===== config.mk =====
export PLATFORM = sky130hd
export DESIGN_NAME = sha1_byte_stream_hasher_flat
export DESIGN_NICKNAME = d
export VERILOG_FILES = /design/src/rtl/sha1bh_pkg.sv /design/src/rtl/sha1bh_ifs.sv /design/src/rtl/sha1bh_ctrl.sv /design/src/rtl/sha1bh_datapath.sv /design/src/rtl/sha1_byte_stream_hasher.sv /design/src/flat_wrapper.sv
export SDC_FILE = /design/constraint.sdc
export NUM_CORES = 2
export LEC_CHECK = 0
export ABC_AREA = 1
export BUFFER_PORTS_ARGS = -buffer_cell sky130_fd_sc_hd__buf_4
export CAP_MARGIN = 10
export CORE_ASPECT_RATIO = 1.1
export CORE_MARGIN = 1
export CORE_UTILIZATION = 30
export DETAILED_ROUTE_END_ITERATION = 10
export GPL_ROUTABILITY_DRIVEN = 1
export PLACE_DENSITY = 0.46
export SLEW_MARGIN = 20
export SYNTH_ARGS = -nofsm -noshare
export SYNTH_HDL_FRONTEND = slang
export SYNTH_SLANG_ARGS = --single-unit

===== constraint.sdc =====
create_clock -name clk_i -period 31.2 [get_ports clk_i]
set_input_delay 6.24 -clock clk_i [delete_from_list [all_inputs] [get_ports clk_i]]
set_output_delay 6.24 -clock clk_i [all_outputs]
set_load 0.005 [all_outputs]

===== src/rtl/sha1bh_pkg.sv =====
`default_nettype none

package sha1bh_pkg;

  localparam int unsigned NUM_WORDS   = 5;
  localparam int unsigned NUM_ROUNDS  = 80;
  localparam int unsigned BLOCK_BYTES = 64;
  localparam int unsigned LEN_POS     = 56;
  localparam int unsigned LEN_LOW_POS = 60;

  localparam logic [7:0] PAD_MARK_BYTE = 8'h80;

  localparam logic [31:0] K_ROUND [4] = '{
    32'h5A827999, 32'h6ED9EBA1, 32'h8F1BBCDC, 32'hCA62C1D6
  };

  localparam logic [31:0] IV_WORD [NUM_WORDS] = '{
    32'h67452301, 32'hEFCDAB89, 32'h98BADCFE, 32'h10325476, 32'hC3D2E1F0
  };

  typedef logic [NUM_WORDS-1:0][31:0] word_vec_t;

  typedef enum logic [1:0] {
    REQ_BYTE    = 2'd0,
    REQ_FINISH  = 2'd1,
    REQ_RESTART = 2'd2
  } req_e;

  typedef enum logic [2:0] {
    CFG_INIT_A = 3'd0,
    CFG_INIT_B = 3'd1,
    CFG_INIT_C = 3'd2,
    CFG_INIT_D = 3'd3,
    CFG_INIT_E = 3'd4
  } cfg_idx_e;

  typedef enum logic [1:0] {
    BSEL_DATA,
    BSEL_MARK,
    BSEL_ZERO,
    BSEL_LEN
  } byte_sel_e;

  typedef enum logic [1:0] {
    GRP_CHOOSE,
    GRP_PARITY_LO,
    GRP_MAJORITY,
    GRP_PARITY_HI
  } round_grp_e;

  typedef enum logic [1:0] {
    RET_IDLE,
    RET_PAD,
    RET_EMIT
  } ret_e;

  typedef enum logic [2:0] {
    ST_IDLE,
    ST_PAD_MARK,
    ST_PAD_FILL,
    ST_CMP_LOAD,
    ST_CMP_ROUND,
    ST_CMP_ADD,
    ST_EMIT
  } state_e;

  // commands from the controller to the datapath
  typedef struct packed {
    logic       byte_en;
    byte_sel_e  byte_sel;
    logic [1:0] len_idx;
    logic       len_add;
    logic       len_clr;
    logic       chain_init;
    logic       work_load;
    logic       round_en;
    round_grp_e round_grp;
    logic       chain_add;
    logic [2:0] word_sel;
  } cmd_t;

endpackage

`default_nettype wire


===== src/rtl/sha1bh_ifs.sv =====
`default_nettype none

interface sha1bh_req_if;
  logic       valid;
  logic       ready;
  logic [1:0] req_type;
  logic [7:0] data_byte;

  modport source (output valid, output req_type, output data_byte, input ready);
  modport sink (input valid, input req_type, input data_byte, output ready);
endinterface

interface sha1bh_dig_if;
  logic        valid;
  logic        ready;
  logic [31:0] digest_word;
  logic [2:0]  word_index;
  logic        last;

  modport source (output valid, output digest_word, output word_index, output last,
                  input ready);
  modport sink (input valid, input digest_word, input word_index, input last,
                output ready);
endinterface

`default_nettype wire


===== src/rtl/sha1bh_ctrl.sv =====
`default_nettype none

module sha1bh_ctrl (
  input  wire logic            clk_i,
  input  wire logic            rst_ni,
  input  wire logic            req_valid_i,
  input  wire logic [1:0]      req_type_i,
  output logic                 req_ready_o,
  output logic                 out_valid_o,
  input  wire logic            out_ready_i,
  output logic [2:0]           word_index_o,
  output logic                 last_o,
  output sha1bh_pkg::cmd_t     cmd_o
);
  import sha1bh_pkg::*;

  state_e     state_q, state_d;
  ret_e       ret_q, ret_d;
  logic [5:0] fill_q, fill_d;
  logic       lenpass_q, lenpass_d;
  logic       done_q, done_d;
  logic [6:0] round_q, round_d;
  logic [2:0] idx_q, idx_d;

  always_ff @(posedge clk_i or negedge rst_ni) begin
    if (!rst_ni) begin
      state_q   <= ST_IDLE;
      ret_q     <= RET_IDLE;
      fill_q    <= '0;
      lenpass_q <= 1'b0;
      done_q    <= 1'b0;
      round_q   <= '0;
      idx_q     <= '0;
    end else begin
      state_q   <= state_d;
      ret_q     <= ret_d;
      fill_q    <= fill_d;
      lenpass_q <= lenpass_d;
      done_q    <= done_d;
      round_q   <= round_d;
      idx_q     <= idx_d;
    end
  end

  always_comb begin
    state_d     = state_q;
    ret_d       = ret_q;
    fill_d      = fill_q;
    lenpass_d   = lenpass_q;
    done_d      = done_q;
    round_d     = round_q;
    idx_d       = idx_q;
    req_ready_o = 1'b0;
    out_valid_o = 1'b0;
    cmd_o       = '0;
    cmd_o.byte_sel  = BSEL_DATA;
    cmd_o.round_grp = GRP_CHOOSE;
    cmd_o.len_idx   = fill_q[1:0];
    cmd_o.word_sel  = idx_q;

    if (round_q < 7'd20) begin
      cmd_o.round_grp = GRP_CHOOSE;
    end else if (round_q < 7'd40) begin
      cmd_o.round_grp = GRP_PARITY_LO;
    end else if (round_q < 7'd60) begin
      cmd_o.round_grp = GRP_MAJORITY;
    end else begin
      cmd_o.round_grp = GRP_PARITY_HI;
    end

    case (state_q)
      ST_IDLE: begin
        req_ready_o = 1'b1;
        if (req_valid_i) begin
          case (req_type_i)
            REQ_BYTE: begin
              if (!done_q) begin
                cmd_o.byte_en  = 1'b1;
                cmd_o.byte_sel = BSEL_DATA;
                cmd_o.len_add  = 1'b1;
                fill_d = fill_q + 6'd1;
                if (fill_q == 6'(BLOCK_BYTES - 1)) begin
                  state_d = ST_CMP_LOAD;
                  ret_d   = RET_IDLE;
                end
              end
            end
            REQ_FINISH: begin
              if (done_q) begin
                state_d = ST_EMIT;
              end else begin
                state_d = ST_PAD_MARK;
              end
            end
            REQ_RESTART: begin
              cmd_o.chain_init = 1'b1;
              cmd_o.len_clr    = 1'b1;
              fill_d = '0;
              done_d = 1'b0;
            end
            default: begin
            end
          endcase
        end
      end

      ST_PAD_MARK: begin
        cmd_o.byte_en  = 1'b1;
        cmd_o.byte_sel = BSEL_MARK;
        fill_d    = fill_q + 6'd1;
        // length fits in this block only if the marker lands before it
        lenpass_d = (fill_q < 6'(LEN_POS));
        if (fill_q == 6'(BLOCK_BYTES - 1)) begin
          lenpass_d = 1'b1;
          state_d   = ST_CMP_LOAD;
          ret_d     = RET_PAD;
        end else begin
          state_d = ST_PAD_FILL;
        end
      end

      ST_PAD_FILL: begin
        cmd_o.byte_en  = 1'b1;
        cmd_o.byte_sel = (lenpass_q && fill_q >= 6'(LEN_LOW_POS)) ? BSEL_LEN : BSEL_ZERO;
        fill_d = fill_q + 6'd1;
        if (fill_q == 6'(BLOCK_BYTES - 1)) begin
          state_d   = ST_CMP_LOAD;
          ret_d     = lenpass_q ? RET_EMIT : RET_PAD;
          lenpass_d = 1'b1;
        end
      end

      ST_CMP_LOAD: begin
        cmd_o.work_load = 1'b1;
        round_d = '0;
        state_d = ST_CMP_ROUND;
      end

      ST_CMP_ROUND: begin
        cmd_o.round_en = 1'b1;
        round_d = round_q + 7'd1;
        if (round_q == 7'(NUM_ROUNDS - 1)) begin
          state_d = ST_CMP_ADD;
        end
      end

      ST_CMP_ADD: begin
        cmd_o.chain_add = 1'b1;
        case (ret_q)
          RET_PAD: begin
            state_d = ST_PAD_FILL;
          end
          RET_EMIT: begin
            cmd_o.len_clr = 1'b1;
            done_d  = 1'b1;
            idx_d   = '0;
            state_d = ST_EMIT;
          end
          default: begin
            state_d = ST_IDLE;
          end
        endcase
      end

      ST_EMIT: begin
        out_valid_o = 1'b1;
        if (out_ready_i) begin
          if (idx_q == 3'(NUM_WORDS - 1)) begin
            idx_d   = '0;
            state_d = ST_IDLE;
          end else begin
            idx_d = idx_q + 3'd1;
          end
        end
      end

      default: begin
        state_d = ST_IDLE;
      end
    endcase
  end

  assign word_index_o = idx_q;
  assign last_o       = (idx_q == 3'(NUM_WORDS - 1));

endmodule

`default_nettype wire


===== src/rtl/sha1bh_datapath.sv =====
`default_nettype none

module sha1bh_datapath (
  input  wire logic                 clk_i,
  input  wire logic                 rst_ni,
  input  wire sha1bh_pkg::cmd_t     cmd_i,
  input  wire logic [7:0]           data_byte_i,
  input  wire sha1bh_pkg::word_vec_t init_words_i,
  output logic [31:0]               digest_word_o
);
  import sha1bh_pkg::*;

  // 512-bit line: bytes shift in during fill, words shift during rounds;
  // the oldest schedule word sits at the top
  logic [511:0] win_q, win_d;
  logic [31:0]  chain_q [NUM_WORDS];
  logic [31:0]  a_q, b_q, c_q, d_q, e_q;
  logic [31:0]  bitlen_q;

  logic [7:0]  byte_in;
  logic [31:0] f_val;
  logic [31:0] t_val;
  logic [31:0] w_new;
  logic [31:0] w_cur;
  logic [31:0] sched_x;

  always_comb begin
    case (cmd_i.byte_sel)
      BSEL_DATA: byte_in = data_byte_i;
      BSEL_MARK: byte_in = PAD_MARK_BYTE;
      BSEL_LEN: begin
        case (cmd_i.len_idx)
          2'd0:    byte_in = bitlen_q[31:24];
          2'd1:    byte_in = bitlen_q[23:16];
          2'd2:    byte_in = bitlen_q[15:8];
          default: byte_in = bitlen_q[7:0];
        endcase
      end
      default: byte_in = 8'h00;
    endcase
  end

  assign w_cur   = win_q[511:480];
  assign sched_x = win_q[95:64] ^ win_q[255:224] ^ win_q[447:416] ^ w_cur;
  assign w_new   = {sched_x[30:0], sched_x[31]};

  always_comb begin
    case (cmd_i.round_grp)
      GRP_CHOOSE:   f_val = (b_q & c_q) | (~b_q & d_q);
      GRP_MAJORITY: f_val = (b_q & c_q) | (b_q & d_q) | (c_q & d_q);
      default:      f_val = b_q ^ c_q ^ d_q;
    endcase
  end

  assign t_val = {a_q[26:0], a_q[31:27]} + f_val + e_q + K_ROUND[cmd_i.round_grp] + w_cur;

  always_comb begin
    win_d = win_q;
    if (cmd_i.byte_en) begin
      win_d = {win_q[503:0], byte_in};
    end else if (cmd_i.round_en) begin
      win_d = {win_q[479:0], w_new};
    end
  end

  always_ff @(posedge clk_i) begin
    win_q <= win_d;
    if (cmd_i.work_load) begin
      a_q <= chain_q[0];
      b_q <= chain_q[1];
      c_q <= chain_q[2];
      d_q <= chain_q[3];
      e_q <= chain_q[4];
    end else if (cmd_i.round_en) begin
      a_q <= t_val;
      b_q <= a_q;
      c_q <= {b_q[1:0], b_q[31:2]};
      d_q <= c_q;
      e_q <= d_q;
    end
  end

  always_ff @(posedge clk_i or negedge rst_ni) begin
    if (!rst_ni) begin
      for (int i = 0; i < NUM_WORDS; i++) begin
        chain_q[i] <= IV_WORD[i];
      end
      bitlen_q <= '0;
    end else begin
      if (cmd_i.chain_init) begin
        for (int i = 0; i < NUM_WORDS; i++) begin
          chain_q[i] <= init_words_i[i];
        end
      end else if (cmd_i.chain_add) begin
        chain_q[0] <= chain_q[0] + a_q;
        chain_q[1] <= chain_q[1] + b_q;
        chain_q[2] <= chain_q[2] + c_q;
        chain_q[3] <= chain_q[3] + d_q;
        chain_q[4] <= chain_q[4] + e_q;
      end
      if (cmd_i.len_clr) begin
        bitlen_q <= '0;
      end else if (cmd_i.len_add) begin
        bitlen_q <= bitlen_q + 32'd8;
      end
    end
  end

  always_comb begin
    case (cmd_i.word_sel)
      3'd0:    digest_word_o = chain_q[0];
      3'd1:    digest_word_o = chain_q[1];
      3'd2:    digest_word_o = chain_q[2];
      3'd3:    digest_word_o = chain_q[3];
      default: digest_word_o = chain_q[4];
    endcase
  end

endmodule

`default_nettype wire


===== src/rtl/sha1_byte_stream_hasher.sv =====
`default_nettype none

// SHA-1 hasher fed one message byte per beat on req_i. A byte beat (type 0)
// that completes a 64-byte block also starts the compression, which holds
// req_i.ready low through a load step, 80 rounds at one round per cycle
// through a single round unit and an add step, so no new byte is taken
// until the block is compressed. A finish beat (type 1) pads the message
// one byte per cycle up to the block end, into a further block when the
// length field does not fit there, runs one or two compressions and then
// shows the five digest words on dig_o, word A first, with last set on the
// fifth beat. A second finish re-sends the stored digest right away; bytes
// after a finish are dropped until a restart beat (type 2) reloads the
// chaining words from the five init registers. The message length is
// counted modulo 2^32 bits. The init registers sit on the APB port at byte
// addresses 0, 4, 8, 12 and 16, reset to the standard SHA-1 initial values
// and take effect at the next restart; write them only while the block is
// idle.

module sha1_byte_stream_hasher (
  input  wire logic  clk_i,
  input  wire logic  rst_ni,
  sha1bh_req_if.sink   req_i,
  sha1bh_dig_if.source dig_o,
  input  wire logic        psel,
  input  wire logic        penable,
  input  wire logic        pwrite,
  input  wire logic [4:0]  paddr,
  input  wire logic [31:0] pwdata,
  output logic      [31:0] prdata,
  output logic             pready
);
  import sha1bh_pkg::*;

  word_vec_t init_q;
  cmd_t      cmd;
  logic      cfg_wr;
  logic [2:0] cfg_idx;

  // configuration registers
  assign pready  = 1'b1;
  assign cfg_wr  = psel && penable && pwrite;
  assign cfg_idx = paddr[4:2];

  always_ff @(posedge clk_i or negedge rst_ni) begin
    if (!rst_ni) begin
      for (int i = 0; i < NUM_WORDS; i++) begin
        init_q[i] <= IV_WORD[i];
      end
    end else if (cfg_wr) begin
      case (cfg_idx)
        CFG_INIT_A: init_q[0] <= pwdata;
        CFG_INIT_B: init_q[1] <= pwdata;
        CFG_INIT_C: init_q[2] <= pwdata;
        CFG_INIT_D: init_q[3] <= pwdata;
        CFG_INIT_E: init_q[4] <= pwdata;
        default: begin
        end
      endcase
    end
  end

  always_comb begin
    case (cfg_idx)
      CFG_INIT_A: prdata = init_q[0];
      CFG_INIT_B: prdata = init_q[1];
      CFG_INIT_C: prdata = init_q[2];
      CFG_INIT_D: prdata = init_q[3];
      CFG_INIT_E: prdata = init_q[4];
      default:    prdata = '0;
    endcase
  end

  // sequencing: byte intake, padding, round count and digest beats
  sha1bh_ctrl u_ctrl (
    .clk_i        (clk_i),
    .rst_ni       (rst_ni),
    .req_valid_i  (req_i.valid),
    .req_type_i   (req_i.req_type),
    .req_ready_o  (req_i.ready),
    .out_valid_o  (dig_o.valid),
    .out_ready_i  (dig_o.ready),
    .word_index_o (dig_o.word_index),
    .last_o       (dig_o.last),
    .cmd_o        (cmd)
  );

  // block line, round unit, chaining words and length counter
  sha1bh_datapath u_datapath (
    .clk_i         (clk_i),
    .rst_ni        (rst_ni),
    .cmd_i         (cmd),
    .data_byte_i   (req_i.data_byte),
    .init_words_i  (init_q),
    .digest_word_o (dig_o.digest_word)
  );

endmodule

`default_nettype wire

===== src/flat_wrapper.sv =====
// flat-port wrapper written by rule: the top's interface ports become plain ports
module sha1_byte_stream_hasher_flat import sha1bh_pkg::*;
  (clk_i, rst_ni, psel, penable, pwrite, paddr, pwdata, prdata, pready, req_i_valid, req_i_req_type, req_i_data_byte, req_i_ready, dig_o_valid, dig_o_digest_word, dig_o_word_index, dig_o_last, dig_o_ready);
  sha1bh_req_if req_i_i ();
  sha1bh_dig_if dig_o_i ();
  input  wire logic clk_i;
  input  wire logic rst_ni;
  input  wire logic psel;
  input  wire logic penable;
  input  wire logic pwrite;
  input  wire logic [4:0] paddr;
  input  wire logic [31:0] pwdata;
  output logic      [31:0] prdata;
  output logic pready;
  input wire logic [$bits(req_i_i.valid)-1:0] req_i_valid;
  input wire logic [$bits(req_i_i.req_type)-1:0] req_i_req_type;
  input wire logic [$bits(req_i_i.data_byte)-1:0] req_i_data_byte;
  output wire logic [$bits(req_i_i.ready)-1:0] req_i_ready;
  output wire logic [$bits(dig_o_i.valid)-1:0] dig_o_valid;
  output wire logic [$bits(dig_o_i.digest_word)-1:0] dig_o_digest_word;
  output wire logic [$bits(dig_o_i.word_index)-1:0] dig_o_word_index;
  output wire logic [$bits(dig_o_i.last)-1:0] dig_o_last;
  input wire logic [$bits(dig_o_i.ready)-1:0] dig_o_ready;
  assign req_i_i.valid = req_i_valid;
  assign req_i_i.req_type = req_i_req_type;
  assign req_i_i.data_byte = req_i_data_byte;
  assign req_i_ready = req_i_i.ready;
  assign dig_o_valid = dig_o_i.valid;
  assign dig_o_digest_word = dig_o_i.digest_word;
  assign dig_o_word_index = dig_o_i.word_index;
  assign dig_o_last = dig_o_i.last;
  assign dig_o_i.ready = dig_o_ready;
  sha1_byte_stream_hasher u_core (.clk_i(clk_i), .rst_ni(rst_ni), .req_i(req_i_i), .dig_o(dig_o_i), .psel(psel), .penable(penable), .pwrite(pwrite), .paddr(paddr), .pwdata(pwdata), .prdata(prdata), .pready(pready));
endmodule

==> run summary <==
Syn. warnings = 0
# DRC = 0
Gr ovfl total = 0
Req. time, crit path = 24.96 ns
Max-cap viol count = 0
CTS sink count = 1044
Min Tclk post-route = 14.55 ns
Met1 Use GR = 0.286
FFs w/ async S/R, synth = 0.356
Sum Neg Setup Slack = 0 ns
Setup repair after global routing missed its margin = false
Synth Cell Area = 0.0643 mm2
PortBufs = 121
CP dominant cell by count = buf_4
Gr usage total = 0.231
Fill cell count = 22435
Crit path DAT = 8.31 ns
Crit-path cells = buf_4 > inv_1 > nor3_2 > buf_4 > inv_1 > o22ai_1 > a221oi_1 > o21ai_0 > buf_4
Reg area = 0.0297 mm2
Detailed placement HPWL = 192000 um
Core ar. = 0.212 mm2
Area occupied by multi-input gates = 0.0295 mm2
DR WL/cell = 22.9 um
Final Setup Violations = 0
Post-cts sizing count = 0
Synthesized net count = 8520
Run status = finished, final reports clean
1st-pass router iterations = 8
Post-CTS Setup Bufs = 0
Peak Freq = 68.7 MHz
Fin crit share = 0.466
Gpl congestion = 0.995
Worst Setup Start Kind = primary input
Register area share after synthesis = 0.461
Layout cells sized above 1 = 0.0705
Synthesized area per cell = 7.92 um2
Area Overhead vs Synth = 12.7%
Met2 usage = 0.397
Die Span Y = 488 um
Initial Util = 0.303
Final-report hold violation count = 0
CTS tree = done
Clock Tree Buf Depth = 3
CTS Hold Bufs = 0
Hold Crit Class = register to register
Via Count = 54585
Global route hottest layer = met2
I/O Pins = 125
CTS buffer count = 136
Vias in the first global route = 54304
Slowest-stage cell, CP = inv_1
Fin nets = 8559
Die area = 0.216 mm2
DR iter-0 viols = 4802
Die W = 444 um
DR vias/cell = 4.94
#FFs+latches synth = 1044
Number of synthesized flops with an enable pin = 672
CP Capture Type = primary output
Met3 usage = 0.0277
Clk root buf = clkbuf_16
Unique masters post-synth = 52
Largest net degree at the start of global routing = 221
Row cnt = 177
CP delay by family, top = buffers and inverters
Syn Inst Count = 8130
Worst Path Max Fanout = 21
CTS H-tree depth = 4
Least-Margin Pin Slew = 1.20 ns
Clk Latency, worst-skew pair = 0.82 ns
CP max stage delay = 0.67 ns
CP Buf/Inv Count = 5
Max-slew headroom = 0.199
Main synth FF type = edfxtp_1
Fin. max-slew vios = 0
Global-route wire length before repair = 365000 um
Initial antenna violation count = 6
Clock Pin Slew Worst Setup and Hold Paths = 0.05 ns
Clock Skews = 0.0534 ns
Post-Route WL = 253000 um
DRT antenna net count = 0
Crit path kind = primary input to primary output
## synth_stat cells, types with 7 or more instances
cell type	count	share of area
dfstp_2	160	0.065
a22oi_1	12	0.0014
a32o_1	7	0.0011
ha_1	211	0.041
a221oi_1	62	0.0084
a22o_1	13	0.0018
fa_1	125	0.039
o21bai_1	45	0.0052
xor2_1	23	0.0031
a21o_1	7	0.00082
o22ai_1	106	0.010
buf_2	136	0.011
inv_1	1051	0.061
nand3b_1	27	0.0031
buf_4	14	0.0016
nand2_1	3268	0.19
nand3_1	295	0.023
o21a_1	18	0.0021
dfrtp_1	212	0.082
xnor2_1	141	0.019
o21ai_0	587	0.046
and2_1	7	0.00068
nor3_1	50	0.0039
o221ai_1	34	0.0046
inv_2	10	0.00058
nand4_1	41	0.0040
a21oi_1	266	0.021
nor2_1	326	0.019
or2_2	8	0.00078
clkbuf_1	127	0.0074
edfxtp_1	672	0.31
o211ai_1	11	0.0013
## cell usage in the layout, fill, tap and decap left out, drive strengths merged, types with 18 or more instances in the layout
master	Yosys	routed
nor3	54	54
nor2	331	331
ha	211	211
o221ai	34	34
nand2	3271	3271
o21bai	45	45
a21oi	266	266
clkinv	1	53
a221oi	62	62
dfstp	160	160
o21a	18	18
clkbuf	127	186
buf	156	184
fa	125	125
inv	1062	1066
nand4	41	41
edfxtp	672	672
nand3b	27	27
o22ai	106	106
nand3	295	295
xnor2	141	141
dfrtp	212	212
xor2	23	23
o21ai	590	590
## metal layers
| layer | wire length [um] | vias to the layer above |
|---|---|---|
| met2 | 122000 | 1381 |
| met5 | 0 | - |
| met4 | 13100 | 0 |
| li1 | - | 26360 |
| met3 | 11400 | 378 |
| met1 | 106000 | 26466 |
## metrics by stage
stage          std cells  instance area (um2)  worst slack (ns)  utilization  hold slack, ns
6_report           11058                72500             16.65        0.342           0.488
5_1_grt            11054                72500             16.52        0.341           0.504
4_1_cts            11054                72500             16.61        0.341           0.492
3_5_place_dp       10805                68100             16.62        0.321           0.476
3_3_place_gp       10805                68100             16.64        0.321           0.467
2_1_floorplan       8130                64300             12.09            -           0.453
## layout make-up
| type | count | share of cell area |
|---|---|---|
| antenna | 4 | 0.000138 |
| sequential | 1044 | 0.409 |
| clock buffer | 186 | 0.0524 |
| timing repair buffer | 184 | 0.0198 |
| tap | 2774 | 0.0478 |
| inverter | 1063 | 0.0552 |
| multi-input combinational | 5740 | 0.406 |
| clock inverter | 63 | 0.00897 |
## worst register-to-register path, delay by kind of cell (launching register included)
| family | cells | cell delay [ns] |
|---|---|---|
| compound gates | 4 | 1.63 |
| fa+ha+maj | 4 | 2.02 |
| buf+inv | 4 | 1.42 |
| flops | 1 | 0.44 |
| simple gates | 12 | 1.51 |
## cells by family (layout without fill, tap and decap cells)
| logic type | Yosys count | after routing | synth area share |
|---|---|---|---|
| adder cells (fa/ha/maj) | 336 | 336 | 0.0799 |
| buffers and inverters | 1346 | 1496 | 0.0822 |
| XOR/XNOR | 164 | 164 | 0.0223 |
| AO/OA/AOI/OAI | 1189 | 1189 | 0.106 |
| flip-flops | 1044 | 1044 | 0.461 |
| multiplexers | 1 | 1 | 0.000156 |
| AND/OR/NAND/NOR | 4049 | 4049 | 0.248 |
| other | 1 | 5 | 0.0000583 |
## worst paths after layout
path,start,end,slack (ns),cells after the start
hold reg to reg,u_core.init_q[113]$_DFFE_PN1P_,u_core.init_q[113]$_DFFE_PN1P_,0.49,2
hold / removal,u_core.init_q[113]$_DFFE_PN1P_,u_core.init_q[113]$_DFFE_PN1P_,0.49,2
setup reg to reg,u_core.u_ctrl.round_q[4]$_DFFE_PN0P_,u_core.u_datapath.a_q[30]$_DFFE_PP_,23.89,24
max in group asynchronous,rst_ni,u_core.u_datapath.chain_q[86]$_DFFE_PN0P_,23.65,3
setup / recovery,paddr[3],prdata[19],16.65,9
min in group asynchronous,rst_ni,u_core.u_ctrl.done_q$_DFFE_PN0P_,5.39,1
## state kept, by name, summed over array words and instances, names as in the netlist
register                    flops
u_core.u_datapath.win_q       512
u_core.init_q                 160
u_core.u_datapath.chain_q     160
u_core.u_datapath.a_q          32
u_core.u_datapath.b_q          32
u_core.u_datapath.c_q          32
u_core.u_datapath.d_q          32
u_core.u_datapath.e_q          32
u_core.u_datapath.bitlen_q     29
u_core.u_ctrl.round_q           7
u_core.u_ctrl.fill_q            6
u_core.u_ctrl.state_q           3
u_core.u_ctrl.word_index_o      3
u_core.u_ctrl.ret_q             2
u_core.u_ctrl.done_q            1
u_core.u_ctrl.lenpass_q         1
Power is left out: the tool's default activity adds up to more than one toggle a clock period on the data nets, which glitch-free logic cannot reach.
